[src/sv/sha512_pkg.sv]
// Shared types, constants and round functions of the SHA-512/384 engine.
`default_nettype none
package sha512_pkg;

	localparam int unsigned WORDS = 8;
	localparam int unsigned ROUNDS = 80;
	localparam int unsigned BLOCK_BYTES = 128;
	localparam int unsigned LEN_OFFSET = 112;
	localparam logic [7:0] PAD_BYTE = 8'h80;

	typedef enum logic [1:0] {
		MODE_512 = 2'd0,
		MODE_384 = 2'd1,
		MODE_BAD = 2'd2,
		MODE_RSV = 2'd3
	} mode_t;

	typedef enum logic [2:0] {
		ST_COLLECT,
		ST_PAD,
		ST_COMP,
		ST_EMIT
	} state_t;

	// Commands from controller to datapath
	typedef struct packed {
		logic take_byte;
		logic write_pad;
		logic comp_start;
		logic comp_step;
		logic comp_finish;
		logic restart;
		logic emit_load;
		logic emit_next;
	} cmd_t;

	// Status from datapath to controller
	typedef struct packed {
		logic [6:0] fill;
		logic [6:0] round;
		logic       round_last;
	} stat_t;

	typedef logic [63:0] word_t;

	function automatic word_t ror(input word_t x, input int unsigned n);
		ror = (x >> n) | (x << (64 - n));
	endfunction

	function automatic word_t round_k(input logic [6:0] i);
		word_t k [0:79];
		k = '{
		64'h428a2f98d728ae22, 64'h7137449123ef65cd, 64'hb5c0fbcfec4d3b2f, 64'he9b5dba58189dbbc,
		64'h3956c25bf348b538, 64'h59f111f1b605d019, 64'h923f82a4af194f9b, 64'hab1c5ed5da6d8118,
		64'hd807aa98a3030242, 64'h12835b0145706fbe, 64'h243185be4ee4b28c, 64'h550c7dc3d5ffb4e2,
		64'h72be5d74f27b896f, 64'h80deb1fe3b1696b1, 64'h9bdc06a725c71235, 64'hc19bf174cf692694,
		64'he49b69c19ef14ad2, 64'hefbe4786384f25e3, 64'h0fc19dc68b8cd5b5, 64'h240ca1cc77ac9c65,
		64'h2de92c6f592b0275, 64'h4a7484aa6ea6e483, 64'h5cb0a9dcbd41fbd4, 64'h76f988da831153b5,
		64'h983e5152ee66dfab, 64'ha831c66d2db43210, 64'hb00327c898fb213f, 64'hbf597fc7beef0ee4,
		64'hc6e00bf33da88fc2, 64'hd5a79147930aa725, 64'h06ca6351e003826f, 64'h142929670a0e6e70,
		64'h27b70a8546d22ffc, 64'h2e1b21385c26c926, 64'h4d2c6dfc5ac42aed, 64'h53380d139d95b3df,
		64'h650a73548baf63de, 64'h766a0abb3c77b2a8, 64'h81c2c92e47edaee6, 64'h92722c851482353b,
		64'ha2bfe8a14cf10364, 64'ha81a664bbc423001, 64'hc24b8b70d0f89791, 64'hc76c51a30654be30,
		64'hd192e819d6ef5218, 64'hd69906245565a910, 64'hf40e35855771202a, 64'h106aa07032bbd1b8,
		64'h19a4c116b8d2d0c8, 64'h1e376c085141ab53, 64'h2748774cdf8eeb99, 64'h34b0bcb5e19b48a8,
		64'h391c0cb3c5c95a63, 64'h4ed8aa4ae3418acb, 64'h5b9cca4f7763e373, 64'h682e6ff3d6b2b8a3,
		64'h748f82ee5defb2fc, 64'h78a5636f43172f60, 64'h84c87814a1f0ab72, 64'h8cc702081a6439ec,
		64'h90befffa23631e28, 64'ha4506cebde82bde9, 64'hbef9a3f7b2c67915, 64'hc67178f2e372532b,
		64'hca273eceea26619c, 64'hd186b8c721c0c207, 64'heada7dd6cde0eb1e, 64'hf57d4f7fee6ed178,
		64'h06f067aa72176fba, 64'h0a637dc5a2c898a6, 64'h113f9804bef90dae, 64'h1b710b35131c471b,
		64'h28db77f523047d84, 64'h32caab7b40c72493, 64'h3c9ebe0a15c9bebc, 64'h431d67c49c100d4c,
		64'h4cc5d4becb3e42b6, 64'h597f299cfc657e2a, 64'h5fcb6fab3ad6faec, 64'h6c44198c4a475817};
		round_k = (i < 7'd80) ? k[i] : '0;
	endfunction

	function automatic word_t init_value(input logic [1:0] mode, input logic [2:0] i);
		word_t v512 [0:7];
		word_t v384 [0:7];
		v512 = '{64'h6a09e667f3bcc908, 64'hbb67ae8584caa73b, 64'h3c6ef372fe94f82b,
			64'ha54ff53a5f1d36f1, 64'h510e527fade682d1, 64'h9b05688c2b3e6c1f,
			64'h1f83d9abfb41bd6b, 64'h5be0cd19137e2179};
		v384 = '{64'hcbbb9d5dc1059ed8, 64'h629a292a367cd507, 64'h9159015a3070dd17,
			64'h152fecd8f70e5939, 64'h67332667ffc00b31, 64'h8eb44a8768581511,
			64'hdb0c2e0d64f98fa7, 64'h47b5481dbefa4fa4};
		case (mode)
			MODE_512: init_value = v512[i];
			MODE_384: init_value = v384[i];
			default:  init_value = '0;
		endcase
	endfunction

endpackage
`default_nettype wire

[src/sv/sha512_ctrl.sv]
// Controller state machine: collect, pad, compress and emit sequencing.
`default_nettype none
module sha512_ctrl
	import sha512_pkg::*;
(
	input  wire logic       clk,
	input  wire logic       arst_n,
	input  wire logic       cfg_we,
	input  wire logic [1:0] mode,
	input  wire logic       in_valid,
	output logic            in_ready,
	input  wire logic       in_byte_valid,
	input  wire logic       in_eom,
	input  wire logic       out_ready,
	output logic            out_valid,
	output logic            out_last,
	output cmd_t            cmd,
	output logic            pad_extra,
	input  wire stat_t      stat
);

	state_t state_q, state_nx;
	logic   close_q;      // message end pending after current compression
	logic   pad_done_q;   // length block already written
	logic   pad_extra_q;  // padding spilled: second block needed
	logic [2:0] emit_idx_q;
	logic       accept;
	logic       full_after;
	logic [2:0] nwords;
	logic       has_words;

	assign accept = in_valid && in_ready;
	assign full_after = in_byte_valid && (stat.fill == 7'd127);
	assign nwords = (mode == MODE_384) ? 3'd5 : 3'd7;
	assign has_words = (mode == MODE_512) || (mode == MODE_384);
	assign out_last = (emit_idx_q == nwords);
	assign pad_extra = pad_extra_q;

	// Next state
	always_comb begin
		state_nx = state_q;
		case (state_q)
			ST_COLLECT: begin
				if (accept && full_after) state_nx = ST_COMP;
				else if (accept && in_eom) state_nx = ST_PAD;
			end
			ST_PAD: state_nx = ST_COMP;
			ST_COMP: begin
				if (stat.round_last) begin
					if (!close_q) state_nx = ST_COLLECT;
					else if (pad_done_q) state_nx = has_words ? ST_EMIT : ST_COLLECT;
					else state_nx = ST_PAD;
				end
			end
			ST_EMIT: if (out_ready && out_last) state_nx = ST_COLLECT;
			default: state_nx = ST_COLLECT;
		endcase
	end

	// Outputs
	always_comb begin
		cmd = '0;
		in_ready = (state_q == ST_COLLECT) && !cfg_we;
		out_valid = (state_q == ST_EMIT);
		case (state_q)
			ST_COLLECT: begin
				cmd.take_byte = accept && in_byte_valid;
				cmd.comp_start = accept && full_after;
			end
			ST_PAD: begin
				cmd.write_pad = 1'b1;
				cmd.comp_start = 1'b1;
			end
			ST_COMP: begin
				cmd.comp_step = 1'b1;
				cmd.comp_finish = stat.round_last;
				cmd.emit_load = stat.round_last && close_q && pad_done_q;
				cmd.restart = stat.round_last && close_q && pad_done_q && !has_words;
			end
			ST_EMIT: begin
				cmd.emit_next = out_ready;
				cmd.restart = out_ready && out_last;
			end
			default: ;
		endcase
		if (cfg_we) cmd.restart = 1'b1;
	end

	always_ff @(posedge clk or negedge arst_n) begin
		if (!arst_n) begin
			state_q <= ST_COLLECT;
			close_q <= 1'b0;
			pad_done_q <= 1'b0;
			pad_extra_q <= 1'b0;
			emit_idx_q <= '0;
		end else begin
			state_q <= state_nx;
			if (accept && in_eom) close_q <= 1'b1;
			if (state_q == ST_PAD) begin
				// spill when fewer than 16 bytes remain after the marker
				if (!pad_extra_q && stat.fill >= 7'(LEN_OFFSET)) begin
					pad_extra_q <= 1'b1;
				end else begin
					pad_done_q <= 1'b1;
				end
			end
			if (cmd.emit_load) emit_idx_q <= '0;
			else if (cmd.emit_next) emit_idx_q <= emit_idx_q + 3'd1;
			if (state_nx == ST_COLLECT && state_q != ST_COLLECT && close_q
				&& (state_q == ST_EMIT || pad_done_q)) begin
				close_q <= 1'b0;
				pad_done_q <= 1'b0;
				pad_extra_q <= 1'b0;
			end
		end
	end

`ifndef NO_ASSERTIONS
	a_ready_collect: assert property (@(posedge clk) disable iff (!arst_n)
		in_ready |-> state_q == ST_COLLECT)
		else $error("ready outside collect");
	a_emit_mode: assert property (@(posedge clk) disable iff (!arst_n)
		out_valid |-> has_words)
		else $error("emit in invalid mode");
	a_pad_closed: assert property (@(posedge clk) disable iff (!arst_n)
		state_q == ST_PAD |-> close_q)
		else $error("pad without close");
`endif

endmodule
`default_nettype wire

[config.mk]
export PLATFORM = sky130hd
export DESIGN_NAME = sha512_ctrl
export DESIGN_NICKNAME = d
export VERILOG_FILES = /design/src/sv/sha512_pkg.sv /design/src/sv/sha512_ctrl.sv
export SDC_FILE = /design/constraint.sdc
export NUM_CORES = 1
export LEC_CHECK = 0
export ABC_AREA = 1
export BUFFER_PORTS_ARGS = -buffer_cell sky130_fd_sc_hd__buf_2
export CAP_MARGIN = 20
export CORE_MARGIN = 3
export CORE_UTILIZATION = 42
export DETAILED_ROUTE_END_ITERATION = 8
export MAX_ROUTING_LAYER = met4
export PLACE_DENSITY = 0.77
export SLEW_MARGIN = 20
export SYNTH_ARGS = -nofsm -noshare
export SYNTH_HDL_FRONTEND = slang
export SYNTH_SLANG_ARGS = --single-unit
export TNS_END_PERCENT = 10
[constraint.sdc]
create_clock -name clk -period 1.5 [get_ports clk]
set_input_delay 0.075 -clock clk [delete_from_list [all_inputs] [get_ports clk]]
set_output_delay 0.075 -clock clk [all_outputs]
set_load 0.005 [all_outputs]
==> flow_metrics.tcl, run 1 <==
set metrics [dict create \
    power.density_nw_per_um2 776 \
    synth_nets 115 \
    combPwrFrac_pct 22.3 \
    firstDrtPassIters 4 \
    layout.area.seq_sq_um 228 \
    pwr-share-clk_pct 28.1 \
    power.leakage_nw 0.543 \
    p_sw_share_pct 31.8 \
    period_minus_slack_ns 1.44 \
    skew_ns 0.00755 \
    yosys-top-cells-area "dfrtp_1, nand2_1, inv_1" \
    timing.final.ws_setup_ns 0.0648 \
    critical-path-top-delay-family "flip-flops" \
    synth_top_family_by_area "simple AND/OR/NAND/NOR gates" \
    crit_fanout 4 \
    placed_area_sq_um 783 \
    cts-root-buf "clkbuf_4" \
    num-nets-final 151 \
    min_period_over_period_pct 95.7 \
    max-clock-path-buffers 2 \
    clk_pin_slew_worst_paths_ns 0.06 \
    max_stage_delay_ns 0.46 \
    ys_ff_latch 9 \
    worstPathRequired_ns 1.42 \
    row_count 13 \
    slowest_stage "dfrtp_2" \
    antenna_found_initial 0 \
    grt_max_degree 10 \
    drc_errors 0 \
    max_freq_mhz 697 \
    portBuffers 28 \
    synth_cell_types 22 \
    outcome "finished, final reports clean" \
    cts.sinks 9 \
    multi_input_area_sq_um 337 \
    synth_compound_area_share_pct 5.01 \
    fillers 127 \
    synth_mux_area_share_pct 0 \
    cts_max_level 1 \
    cp-start-kind "flop" \
    detail_route.vias_per_cell 4.74 \
    layout_commonest_cell "buf_2" \
    syn_inst 90 \
    synthesis.area_sq_um 624 \
    layout.cells.most_common_list "buf_2, nand2_1, inv_1, nor2_1" \
    power.total_mw 0.657 \
    ioPinCount 36 \
    crit_chain "nor3_4 > nand2_2 > o221ai_1 > buf_2" \
    grt_pass1_wl_mm 2.34 \
    worstSetupPathType "flop to primary output" \
    synthToLayoutAreaGrowth_pct 35.5 \
    seqPwrFrac_pct 49.7 \
    cts_tree "done" \
    core_region_area_sq_um 1350 \
    grt_pass1_vias 623 \
    hold_viol 0 \
    intPower_mw 0.448 \
    die_w_microns 44.6 \
    vdd_drop_max_uv 561 \
    hold_class "input pin to flop" \
    rsz0062_at_grt "true" \
    track_usage_pct 16.4 \
    drive_gt1_share_pct 39.2 \
    syn_avg_cell_area_sq_um 6.94 \
    die_h_microns 44.6 \
    die-area_sq_um 1990 \
    fin_area_sq_um 846 \
    yosysTopAreaCellShare_pct 36.1 \
    diodes 0 \
    synth_seq_area_share_pct 36.1 \
    finalSetupViolCount 0 \
    wirelength_mm 1.39 \
    gp_congestion 0.793 \
    cts_buffers 3 \
    grt_overflow 0 \
    wl_per_cell_microns 9.91 \
    synth_top_area_cell "dfrtp_1" \
    synth_adder_area_share_pct 2.00 \
    vias 663 \
    drtIter0Drc 9 \
    synthXorXnorAreaFrac_pct 1.40 \
    synth_simple_gate_area_share_pct 43.5 \
    power.switching_mw 0.209 \
    endpoint_kind "primary output" \
    ant_nets 0 \
    pre_cts_slack_ns 0.101 \
    clkLatencyLatePin_ns 0.26 \
    start_util_pct 46.2 \
    critPathArrivalTime_ns 1.36 \
    maxCapViolCount 0 \
    dp_hpwl_mm 1.16 \
    setup_tns_ns 0 \
    critPathBufInv 1 \
    ys_warn_count 0 \
    drv_slew 0 \
]
[what timing repair did]
action,in CTS,in global routing
endpoints found under the setup margin,2,6
pin swaps,1,1
hold buffers,1,0
endpoints found under the hold margin,9,0
cloned,0,0
gates resized for setup,1,4
setup buffers,1,1
[power groups by stage]
stage / combinational, mW / clock (mW) / sequential, mW
after floorplan: 0.0938 / 0 / 0.314
after global placement: 0.140 / 0 / 0.325
after detailed placement: 0.144 / 0 / 0.325
after CTS: 0.147 / 0.191 / 0.322
after global routing: 0.168 / 0.208 / 0.328
final: 0.146 / 0.184 / 0.326
[metal layers]
layer,wire [microns],track usage (%),part of all wire (%)
met3,74,3.66,5.3
met2,691,26.4,50
met5,0,-,0
met4,15,5.42,1.1
met1,606,20.1,44
[worst min-delay path, stage by stage]
cell     delay [ns]
buf_2          0.09
inv_1          0.04
nor2_1         0.05
nand2_1        0.08
nand2_1        0.05
[metrics by stage]
stage | hold WS [ns] | utilization (%) | std cells
floorplan | -0.221 | - | 90
detailed placement | -0.0641 | 58.0 | 133
finish | 0.154 | 62.7 | 140
global placement | -0.0674 | 58.0 | 133
global route | 0.175 | 62.7 | 140
CTS | 0.148 | 61.7 | 139
[path summary, 6_finish.rpt]
path,start,to,slack (ns),cells past startpoint
max reg2reg,state_q[2],pad_done_q,0.09,8
max,state_q[2],cmd[2],0.06,4
min reg2reg,pad_extra,pad_extra,0.55,2
max in group asynchronous,arst_n,state_q[0],1.13,2
min,in_eom,state_q[0],0.15,5
min in group asynchronous,arst_n,close_q,0.18,2
[cell type report]
cell class / instances / area share, %
clock buffers: 4 / 3.11
multi-input cells: 62 / 39.8
inverters: 19 / 8.43
flip-flops and latches: 9 / 26.9
repair buffers: 31 / 19.5
well taps: 15 / 2.22
[synthesized netlist by cell type, drive strengths merged]
cell type  number
conb            1
dfrtp           9
nand3           8
inv            18
nor3            6
xor2            1
and3            1
a21oi           3
nand2          19
o211ai          1
and2            1
ha              1
nand4           2
o221ai          1
clkinv          1
nor2           17
[cells by family after synthesis]
family,Yosys count
xor+xnor,1
compound gates,5
fa+ha+maj,1
other cells,1
buf+inv,19
flops,9
simple gates,54
[flip-flops by register name (all words and copies together) (netlist names)]
register	cells
emit_idx_q	3
state_q	3
close_q	1
pad_done_q	1
pad_extra	1
Note: power is estimated with default switching activity, not from simulation.
==> run 2: changes to the inputs <==
--- a/config.mk
+++ b/config.mk
@@ -9,10 +9,10 @@
 export BUFFER_PORTS_ARGS = -buffer_cell sky130_fd_sc_hd__buf_2
 export CAP_MARGIN = 20
 export CORE_MARGIN = 3
-export CORE_UTILIZATION = 42
+export CORE_UTILIZATION = 38
 export DETAILED_ROUTE_END_ITERATION = 8
 export MAX_ROUTING_LAYER = met4
-export PLACE_DENSITY = 0.77
+export PLACE_DENSITY = 0.74
 export SLEW_MARGIN = 20
 export SYNTH_ARGS = -nofsm -noshare
 export SYNTH_HDL_FRONTEND = slang
==> constraint.sdc (replaced) <==
create_clock -name clk -period 1.2 [get_ports clk]
set_input_delay 0.06 -clock clk [delete_from_list [all_inputs] [get_ports clk]]
set_output_delay 0.06 -clock clk [all_outputs]
set_load 0.005 [all_outputs]
==> flow_metrics.tcl, run 2 (synthesis results as in run 1) <==
set metrics [dict create \
    row_count 14 \
    timing.final.ws_setup_ns -0.227 \
    firstDrtPassIters 4 \
    max_freq_mhz 701 \
    cts.sinks 9 \
    rsz0062_at_grt "true" \
    cts-root-buf "clkbuf_4" \
    regToRegEndpoint "pad_extra" \
    outcome "finished, violations left" \
    worst_r2r_path_depth 8 \
    pre_cts_slack_ns -0.166 \
    hold_class "input pin to flop" \
    drive_gt1_share_pct 44.5 \
    drtIter0Drc 8 \
    cts_tree "done" \
    power.total_mw 0.885 \
    diodes 0 \
    r2r-start "state_q[1]" \
    start_util_pct 41.0 \
    final_util_pct 61.6 \
    cts_max_level 1 \
    track_usage_pct 17.4 \
    drc_errors 0 \
    drv_slew 0 \
    grt_max_degree 10 \
    grt_pass1_vias 687 \
    worstPathRequired_ns 1.14 \
    vdd_drop_max_uv 627 \
    min_period_over_period_pct 119 \
    grt_overflow 0 \
    layout.cells.most_common_list "buf_2, nand2_1, nor2_1, inv_1, buf_4" \
    ioPinCount 36 \
    wirelength_mm 1.59 \
    layout_commonest_cell "buf_2" \
    critPathArrivalTime_ns 1.37 \
    die-area_sq_um 2170 \
    maxCapViolCount 0 \
    core_region_area_sq_um 1520 \
    finalSetupViolCount 13 \
    gp_congestion 0.788 \
    crit_end "cmd[2]" \
    clkLatencyLatePin_ns 0.26 \
    max-clock-path-buffers 2 \
    grt_pass1_wl_mm 2.61 \
    dp_hpwl_mm 1.35 \
    worstSetupPathType "flop to primary output" \
    rrSetupSlack_ns -0.17 \
    period_minus_slack_ns 1.43 \
    antenna_found_initial 0 \
    portBuffers 28 \
    synthToLayoutAreaGrowth_pct 50.3 \
    power.density_nw_per_um2 943 \
    die_w_microns 46.5 \
    detail_route.vias_per_cell 4.82 \
    cp-start-kind "flop" \
    die_h_microns 46.5 \
    clk_pin_slew_worst_paths_ns 0.07 \
    ant_nets 0 \
    hold_viol 0 \
    failed_checks "setup timing" \
    cts_buffers 3 \
    startpoint "state_q[0]" \
    skew_ns 0.00167 \
    num-nets-final 163 \
    reg_top3 "emit_idx_q x3, state_q x3" \
    wl_per_cell_microns 10.4 \
    power.leakage_nw 0.612 \
    endpoint_kind "primary output" \
    crit_fanout 4 \
    vias 738 \
]
-- run 2: worst min path at each step --
stage / start / to / cells after the start
after detailed placement: arst_n / emit_idx_q[2] / 1
after global routing: out_ready / emit_idx_q[1] / 4
after global placement: arst_n / emit_idx_q[2] / 1
after floorplan: arst_n / close_q / 0
final: in_eom / state_q[0] / 5
after CTS: stat[0] / state_q[1] / 3
-- run 2: layout make-up --
cell class,instances,area [sq um]
repair buffers,43,265
fillers,139,586
multi-input cells,62,328
inverters,19,71.3
flip-flops and latches,9,226
well taps,16,20.0
clock buffers,3,22.5
clock inverters,1,5.00
-- run 2: routing by layer --
layer / global-route usage (%) / wire length (microns) / vias to the layer above
met2: 30.8 / 871 / 18
met1: 19.5 / 630 / 342
met5: - / 0 / -
met3: 2.34 / 75 / 4
met4: 6.82 / 15 / 0
li1: - / - / 374
-- run 2: metrics by stage --
stage / cells / cell area, sq um / hold WS (ns) / TNS [ns]
finish: 153 / 938 / 0.150 / -1.76
floorplan: 90 / 624 / -0.236 / -0.272
CTS: 152 / 931 / 0.142 / -1.87
global placement: 146 / 875 / -0.0838 / -0.490
global route: 153 / 938 / 0.159 / -3.47
detailed placement: 146 / 875 / -0.0766 / -0.567
-- run 2: worst max-delay path: stages, from the launching register on --
cell,delay [ns]
dfrtp_1,0.41
inv_2,0.07
nor3_4,0.20
nand2_2,0.11
o221ai_1,0.16
buf_2,0.14
-- run 2: power breakdown --
part | internal, mW | switching (mW) | leakage [nW]
Clock | 0.123 | 0.117 | 0.0177
Combinational | 0.129 | 0.120 | 0.476
Sequential | 0.348 | 0.0484 | 0.119
-- run 2: repair_timing --
item                                    4_1_cts  5_1_grt
endpoints found under the setup margin       16       17
resized for setup                             4        1
pin swaps                                     1        1
hold endpoints to repair                      9        0
hold buffers                                  1        0
buffers inserted                              1        1
==> run 3: changes to the inputs <==
--- a/config.mk
+++ b/config.mk
@@ -5,14 +5,14 @@
 export SDC_FILE = /design/constraint.sdc
 export NUM_CORES = 1
 export LEC_CHECK = 0
-export ABC_AREA = 1
 export BUFFER_PORTS_ARGS = -buffer_cell sky130_fd_sc_hd__buf_2
 export CAP_MARGIN = 20
 export CORE_MARGIN = 3
-export CORE_UTILIZATION = 38
+export CORE_UTILIZATION = 37
+export CTS_CLUSTER_DIAMETER = 120
 export DETAILED_ROUTE_END_ITERATION = 8
 export MAX_ROUTING_LAYER = met4
-export PLACE_DENSITY = 0.74
+export PLACE_DENSITY = 0.73
 export SLEW_MARGIN = 20
 export SYNTH_ARGS = -nofsm -noshare
 export SYNTH_HDL_FRONTEND = slang
==> flow_metrics.tcl, run 3 <==
set metrics [dict create \
    hold_class "input pin to flop" \
    vias 618 \
    portBuffers 28 \
    seqPwrFrac_pct 42.8 \
    skew_ns 0.00234 \
    yosys-top-cells-area "dfrtp_1, nand2_1, nor4_4" \
    start_util_pct 42.5 \
    max_freq_mhz 602 \
    track_usage_pct 17.4 \
    synth_edf_count 0 \
    pre_cts_slack_ns -0.292 \
    timing.final.ws_setup_ns -0.460 \
    period_minus_slack_ns 1.66 \
    cts_buffers 3 \
    crit_fanout 3 \
    gp_congestion 0.824 \
    core_region_area_sq_um 1400 \
    die_h_microns 46.1 \
    synthToLayoutAreaGrowth_pct 58.9 \
    layout.area.seq_sq_um 226 \
    min_period_over_period_pct 138 \
    firstDrtPassIters 3 \
    num-nets-final 133 \
    pwr-share-clk_pct 24.8 \
    syn_avg_cell_area_sq_um 9.74 \
    reg_top3 "emit_idx_q x3, state_q x3" \
    worstSetupPathType "flop to primary output" \
    die-area_sq_um 2120 \
    row_count 13 \
    synthesis.area_sq_um 594 \
    multi_input_area_sq_um 389 \
    power.switching_mw 0.289 \
    grt_pass1_vias 555 \
    hold_viol 0 \
    clkLatencyLatePin_ns 0.26 \
    critPathArrivalTime_ns 1.60 \
    outcome "finished, violations left" \
    grt_pass1_wl_mm 2.51 \
    vdd_drop_max_uv 607 \
    synth_seq_area_share_pct 37.9 \
    endpoint_kind "primary output" \
    max-clock-path-buffers 2 \
    ant_nets 0 \
    combPwrFrac_pct 32.4 \
    yosysMostFrequentCell "dfrtp_1" \
    layout_commonest_cell "buf_2" \
    power.density_nw_per_um2 992 \
    diodes 0 \
    wirelength_mm 1.68 \
    worstPathRequired_ns 1.14 \
    yosys-top-cells-count "dfrtp_1, nand2_1, nor2_1" \
    drv_slew 0 \
    cp-start-kind "flop" \
    layout.cells.most_common_list "buf_2, buf_4, dfrtp_1, nand2_1" \
    ioPinCount 36 \
    cts.sinks 9 \
    p_sw_share_pct 30.9 \
    synth_nets 86 \
    finalSetupViolCount 19 \
    synth_cell_types 34 \
    detail_route.vias_per_cell 5.07 \
    drc_errors 0 \
    antenna_found_initial 0 \
    die_w_microns 46.1 \
    maxCapViolCount 0 \
    cts_max_level 1 \
    ys_ff_latch 9 \
    intPower_mw 0.648 \
    rsz0062_at_grt "true" \
    syn_inst 61 \
    dp_hpwl_mm 1.33 \
    fillers 109 \
    ys_warn_count 0 \
    power.leakage_nw 0.508 \
    cts-root-buf "clkbuf_4" \
    wl_per_cell_microns 13.7 \
    grt_max_degree 10 \
    clk_pin_slew_worst_paths_ns 0.06 \
    drtIter0Drc 2 \
    synth_top_flop_cell "dfrtp_1" \
    setup_tns_ns -4.03 \
    cts_tree "done" \
    failed_checks "setup timing" \
    async_flop_share_pct 100 \
    yosysTopAreaCellShare_pct 37.9 \
    grt_overflow 0 \
    drive_gt1_share_pct 57.9 \
    synth_top_area_cell "dfrtp_1" \
]
-- run 3: routing by layer --
metal  part of all wire [%]  global-route usage [%]  up-vias
met3                    2.3                    3.52        2
met4                   0.36                    8.52        0
met2                     56                    26.9        9
met1                     41                    21.4      296
met5                      0                       -        -
li1                       -                       -      311
-- run 3: per-stage QoR --
step / util, % / hold slack, ns / cell area, sq um / total power [mW] / instances
4_1_cts: 64.5 / 0.151 / 902 / 0.928 / 121
3_5_place_dp: 60.5 / -0.0773 / 846 / 0.682 / 115
2_1_floorplan: - / -0.236 / 604 / 0.532 / 61
6_report: 67.5 / 0.163 / 945 / 0.937 / 122
3_3_place_gp: 60.5 / -0.0830 / 846 / 0.674 / 115
5_1_grt: 67.5 / 0.149 / 945 / 1.03 / 122
-- run 3: area by class of cell --
type                            instances  share of cell area [%]
Sequential cell                         9                    24.0
Clock buffer                            4                    2.78
Tap cell                               15                    1.99
Inverter                                2                   0.795
Timing Repair Buffer                   44                    29.3
Multi-Input combinational cell         48                    41.2
-- run 3: worst paths after layout --
path                               start  slack, ns  depth (start not counted)            end
min in group asynchronous         arst_n       0.18                          2  emit_idx_q[2]
max                           state_q[1]      -0.46                          6         cmd[2]
max in group asynchronous         arst_n       0.83                          2     state_q[2]
min reg2reg                emit_idx_q[2]       0.58                          2  emit_idx_q[2]
max reg2reg                   state_q[1]      -0.30                          7        close_q
min                               in_eom       0.16                          4        close_q
-- run 3: cell families (layout without fill, tap and decap cells) --
| kind of cell | count (synthesis) | in the layout | synth area share (%) |
|---|---|---|---|
| muxes | 1 | 1 | 1.68 |
| AOI/OAI and AO/OA | 12 | 12 | 15.2 |
| xor gates and xnor gates | 3 | 3 | 4.42 |
| DFF | 9 | 9 | 37.9 |
| adders and majority gates | 1 | 1 | 2.10 |
| buffers and inverters | 4 | 50 | 3.79 |
| and+or+nand+nor | 30 | 30 | 34.3 |
| other | 1 | 1 | 0.631 |
-- run 3: power by group through the flow --
stage	clock [mW]	combinational (mW)	sequential, mW
finish	0.233	0.304	0.401
global route	0.276	0.343	0.413
CTS	0.245	0.287	0.397
detailed placement	0	0.279	0.403
global placement	0	0.273	0.402
floorplan	0	0.124	0.407
-- run 3: worst max-delay path, stage by stage (launching register included) --
cell and delay (ns):
dfrtp_1 0.40, nor2b_4 0.14, and2b_4 0.17, and4_4 0.14
and3_4 0.17, a211o_1 0.21, buf_2 0.12
-- run 3: repair_timing --
action	CTS	global route
endpoints found under the setup margin	19	19
hold endpoints to repair	9	0
pin swaps	3	2
resized for setup	4	8
hold buffers	1	0
setup buffers	1	1
